==> config.mk <==
export PLATFORM = sky130hd
export DESIGN_NAME = tfn_norm
export DESIGN_NICKNAME = d
export VERILOG_FILES = /design/src/sv/tfn_pkg.sv /design/src/sv/tfn_norm.sv
export SDC_FILE = /design/constraint.sdc
export NUM_CORES = 1
export LEC_CHECK = 0
export ABC_AREA = 0
export BUFFER_PORTS_ARGS = -buffer_cell sky130_fd_sc_hd__buf_2
export CORE_ASPECT_RATIO = 1.75
export CORE_MARGIN = 8
export CORE_UTILIZATION = 30
export DETAILED_ROUTE_END_ITERATION = 8
export GPL_TIMING_DRIVEN = 0
export PLACE_DENSITY = 0.53
export RECOVER_POWER = 25
export SETUP_SLACK_MARGIN = 0.3
export SYNTH_ARGS = -nofsm -noshare
export SYNTH_HDL_FRONTEND = slang
export SYNTH_SLANG_ARGS = --single-unit
==> constraint.sdc <==
create_clock -name clk -period 1.85 [get_ports clk]
set_input_delay 0.185 -clock clk [delete_from_list [all_inputs] [get_ports clk]]
set_output_delay 0.185 -clock clk [all_outputs]
set_load 0.02 [all_outputs]
==> src/sv/tfn_pkg.sv <==
// ----------------------------------------------------------------------------
// tfn_pkg
// Shared types and fixed widths of the triangle face normal pipeline.
// ----------------------------------------------------------------------------
package tfn_pkg;

	localparam int U_BITS   = 30;   // normalized magnitude, msb of max at bit 29
	localparam int S_BITS   = 62;   // sum of three squares of U_BITS values
	localparam int R_BITS   = 32;   // square root result
	localparam int SQ_STEPS = 32;   // one root bit per stage
	localparam int OUT_BITS = 16;

	typedef logic [2:0][U_BITS-1:0] u_vec_t;

	typedef struct packed {
		logic [2:0] neg;    // sign of each cross product component
		logic       degen;  // cross product is the zero vector
	} side_t;

	typedef struct packed {
		side_t  side;
		u_vec_t u;
	} sq_tag_t;

endpackage

==> src/sv/tfn_norm.sv <==
// ----------------------------------------------------------------------------
// tfn_norm
// Common left shift of three magnitudes until the largest has its msb on top,
// one binary shift step per stage.
// ----------------------------------------------------------------------------
module tfn_norm
	import tfn_pkg::*;
#(
	parameter int NW = 51
) (
	input  logic          clk,
	input  logic          arst_n,
	input  logic          en,
	input  logic          vld_in,
	input  logic [NW-1:0] mag [3],
	input  side_t         side_in,
	output logic          vld_out,
	output u_vec_t        u,
	output side_t         side_out
);

	localparam int LW = NW + U_BITS;
	localparam int K  = $clog2(NW);

	logic [LW-1:0] w_s    [K][3];
	logic          vld_s  [K];
	side_t         side_s [K];

	for (genvar k = 0; k < K; k++) begin : g_step
		localparam int SH = 1 << (K - 1 - k);
		logic [LW-1:0] src [3];
		logic          src_vld;
		side_t         src_side;
		logic [LW-1:0] orw;

		if (k == 0) begin : g_first
			for (genvar i = 0; i < 3; i++) begin : g_in
				assign src[i] = {mag[i], {U_BITS{1'b0}}};
			end
			assign src_vld  = vld_in;
			assign src_side = side_in;
		end else begin : g_next
			assign src      = w_s[k-1];
			assign src_vld  = vld_s[k-1];
			assign src_side = side_s[k-1];
		end

		assign orw = src[0] | src[1] | src[2];

		always_ff @(posedge clk or negedge arst_n) begin
			if (!arst_n)
				vld_s[k] <= 1'b0;
			else if (en)
				vld_s[k] <= src_vld;
		end

		always_ff @(posedge clk) begin
			if (en) begin
				side_s[k] <= src_side;
				for (int i = 0; i < 3; i++)
					w_s[k][i] <= (orw[LW-1 -: SH] == '0) ? (src[i] << SH) : src[i];
			end
		end
	end

	assign vld_out  = vld_s[K-1];
	assign side_out = side_s[K-1];
	for (genvar i = 0; i < 3; i++) begin : g_out
		assign u[i] = w_s[K-1][i][LW-1 -: U_BITS];
	end

endmodule

# After elaboration in Yosys (flattened, before gate mapping)
# Memories as Yosys holds them, arrays and structs flattened.
# Index checks and enable logic that the tools add are counted.
[op_classes]
n_mux = 20
bitwise = 12
reduce_logical = 5
[ops]
columns = ["operator", "n"]
rows = [
  ["$mux W81", 18],
  ["$or A81 B81 Y81", 12],
  ["$logic_not A32 Y1", 1],
  ["$logic_not A16 Y1", 1],
  ["$logic_not A8 Y1", 1],
  ["$logic_not A4 Y1", 1],
  ["$logic_not A2 Y1", 1],
  ["$mux W1", 2],
]
[word_totals]
regBits = 6
mem_bits_rw = 1482
out_inout_bits = 95
word_cells = 45
mem_count = 2
[mem_list]
columns = ["memory", "words", "width", "rd", "rd_clocked_by_memory_dff", "wr", "line_no", "rtl"]
rows = [
  ["w_s", 6, 243, 6, 0, 6, "tfn_norm.sv:25", "logic [LW-1:0] w_s [K][3];"],
  ["side_s", 6, 4, 6, 0, 6, "tfn_norm.sv:27", "side_t side_s [K];"],
]

# Longest topological paths before layout
# An unclocked memory read counts as a cell.
[logic_depth]
ltp_word = 5
mapped_depth = 7

# Worst setup path after synthesis
# OpenSTA, ideal clock, no wires.
[synth_timing]
kind = "flip-flop to flip-flop"
startpoint = "memory w_s[0][237] in the netlist's numbering"
endpoint = "memory w_s[1][63] in the netlist's numbering, data pin"
setup_time_ns = 0.260
t_arrival_ns = 1.686
path_slack_ns = -0.095
path_stages_with_launch = 6
path_buffers = 1
synth_period_minus_slack_ns = 1.945
cell_sequence = "edfxtp_1 -> nor4_1 -> nand4_1 -> nor3_4 -> buf_2 -> mux2_2"
[synth_rtl]
columns = ["element", "line_no"]
rows = [
  ["from (decl)", "tfn_norm.sv:25"],
]

==> flow_metrics.py <==
metrics = {
    "run_status": {
        "violations": "max-capacitance violations, max-slew violations, negative setup slack",
        "status": "finished with violations",
    },
    "routing": {
        "drtIter0Drc": 816,
        "antenna_left": 0,
        "wl_microns": 82300,
        "route.detailed.drc": 0,
        "via_per_inst": 4.50,
        "wl_per_cell_microns": 21.8,
        "dr.pass1.iters": 5,
        "vias": 16968,
    },
    "setup_path": {
        "cp_data_required_time_ns": 2.22,
        "critPathCaptureType": "register",
        "worstSetupStartpointType": "register",
        "cp_max_fo": 8,
        "cp.arrival_ns": 2.65,
        "crit_type": "register to register",
    },
    "layout": {
        "multi_input_area_sq_mm": 0.00847,
        "fillers": 8739,
        "n_antenna_cell": 0,
        "seqCellArea_sq_mm": 0.0213,
        "syn_to_final_growth_pct": 37.1,
        "drive_gt1_share_pct": 37.5,
        "layout_commonest_cell": "edfxtp_1",
        "fin_cells": 3772,
        "nets": 2664,
        "layout_common_cells": "edfxtp_1 (705), nand2_1 (402), buf_2 (228)",
    },
    "timing": {
        "period_needed_ns": 2.29,
        "fin_ws_ns": -0.440,
        "slew_viol_final": 226,
        "tns_ns": -90.78,
        "worstMarginPinSlew_ns": 1.88,
        "fmax_mhz": 437,
        "maxSlewHeadroom_pct": -25.5,
        "min_period_over_period_pct": 124,
        "hold_violations": 0,
        "timing.hold.ws_ns": 0.287,
        "fin_skew_ns": 0.0241,
        "setup_violations": 383,
        "rsz0062_at_grt": "yes",
    },
    "clock_tree": {
        "worst_skew_pair.late_latency_ns": 0.62,
        "cts.sinks": 711,
        "cts_tree": "yes",
        "htree_levels": 3,
        "clockBufferDepth": 3,
        "cts_made_buffers": 68,
        "path_clk_slew_ns": 0.06,
        "clock-root-buffer": "clkbuf_16",
    },
    "placement": {
        "post-dp-hpwl_microns": 60900,
        "gp_congestion": 0.925,
        "dp_cells": 3391,
        "io_buffers": 255,
    },
    "floorplan": {
        "ioPinCount": 256,
        "die_width_microns": 250,
        "coreArea_sq_mm": 0.0953,
        "initial_core_util_pct": 30.2,
        "fp.dieH_microns": 426,
        "rows": 150,
        "design.die.area_sq_mm": 0.107,
    },
    "global_route": {
        "grt_pass1_vias": 17720,
        "antenna_found_initial": 0,
        "grt_max_degree": 132,
        "grt_pass1_wl_microns": 113000,
        "overflow": 0,
        "grt.total_usage_pct": 14.2,
    },
    "logic_synthesis": {
        "synth.top_cells.by_area": "edfxtp_1 (73%), mux2_2 (9.1%), nand2_1 (6.8%)",
        "syn_area_per_cell_sq_um": 15.1,
        "syn_nets": 2075,
        "synth_warnings": 0,
        "synth_top_area_share_pct": 73.5,
        "yosysSeqAreaShare_pct": 74.0,
        "synth_seq_cells": 711,
        "synthDistinctLibCells": 22,
        "synth_cells": 1914,
        "yosysTopAreaCell": "edfxtp_1",
        "syn_area_sq_mm": 0.0288,
    },
    "power_and_ir_drop": {
        "power.share.clock_pct": 38.6,
        "combPwrFrac_pct": 7.5,
        "p_int_uw": 28800,
        "seqPwrFrac_pct": 53.9,
        "power_density_mw_per_mm2": 930,
        "ir_worst_vdd_mv": 0.610,
        "leakage_uw": 0.0154,
        "report.power.total_uw": 36800,
        "p_switching_uw": 7950,
        "swShare_pct": 21.6,
    },
    "worst_hold_path": {
        "hold_path_class": "primary input to register",
    },
    "flow_run": {
        "cap_violations": 3,
    },
}
==> power by group through the flow <==
stage / clock network [uW] / logic [uW] / registers [uW]
after CTS: 14600 / 2590 / 19800
after global placement: 0 / 2250 / 20400
final: 14200 / 2770 / 19800
after global routing: 15100 / 2990 / 19900
after detailed placement: 0 / 2300 / 20100
after floorplan: 0 / 1010 / 19900
==> worst max-delay path: stages (launching register included) <==
cell and delay, ns:
edfxtp_1 0.50, nor4_2 0.29, nand4_1 0.23, nor3_4 0.22
buf_6 0.15, buf_12 0.16, clkbuf_16 0.17, mux2_4 0.31
==> state kept, by name, summed over array words and instances, names as in the netlist <==
name and count:
side_s 24, g_step.src_vld 5, vld_out 1, w_s 681
==> cell type report <==
type | count | share of cell area, %
Timing Repair Buffer | 519 | 11.6
Tap cell | 1216 | 3.85
Clock buffer | 87 | 4.76
Sequential cell | 711 | 54.0
Buffer | 138 | 3.43
Multi-Input combinational cell | 1065 | 21.4
Clock inverter | 36 | 0.975
==> timing repair <==
item / CTS / global route
hold buffers: 161 / 0
buffers inserted: 11 / 41
setup endpoints to repair: 775 / 770
gates cloned: 0 / 45
pin swaps: 10 / 164
resized for setup: 55 / 467
hold endpoints to repair: 200 / 0
==> cells by family after synthesis <==
family | Yosys count | synth area share (%)
DFF | 711 | 74.0
buffers and inverters | 138 | 2.14
muxes | 237 | 9.26
AOI/OAI and AO/OA | 207 | 5.64
and+or+nand+nor | 621 | 8.98
==> Yosys cell counts <==
master and count:
a31o_1 5, nor3_2 1, a31o_2 52, buf_4 7
buf_2 22, mux2_1 5, nor4_4 1, nor3_4 1
and3_1 2, nor2_1 6, nor2b_1 30, buf_6 6
dfrtp_1 6, a21boi_0 57, nor4_1 45, mux2_2 232
a21o_1 93, clkbuf_1 103, nand4_1 10, edfxtp_1 705
nand2_1 523, nand3_1 2
==> path summary, 6_finish.rpt <==
check | start | endpoint | slack [ns] | cells past startpoint
max in group asynchronous | arst_n | g_step[5].src_vld | 1.12 | 3
min | side_in[0] | side_s[0][0] | 0.29 | 2
min reg2reg | side_s[3][1] | side_s[4][1] | 0.42 | 0
max | w_s[0][70] | w_s[1][131] | -0.44 | 7
max reg2reg | w_s[0][70] | w_s[1][131] | -0.44 | 7
min in group asynchronous | arst_n | vld_out | 0.52 | 3
==> per-layer routing <==
| layer | routed length, microns | GRT usage (%) |
|---|---|---|
| met4 | 5080 | 8.03 |
| met5 | 0 | 0 |
| met3 | 3240 | 2.60 |
| met2 | 43800 | 26.2 |
| met1 | 30200 | 15.0 |
==> per-stage QoR <==
step           utilization (%)  setup WS, ns  area (sq um)
4_1_cts                   38.7        -0.497         36900
2_1_floorplan                -       -0.0784         29800
3_5_place_dp              34.3         -1.59         32700
3_3_place_gp              34.2         -9.80         32600
5_1_grt                   41.4        -0.468         39500
6_report                  41.4        -0.440         39500
(Power assumes the default switching activity.)
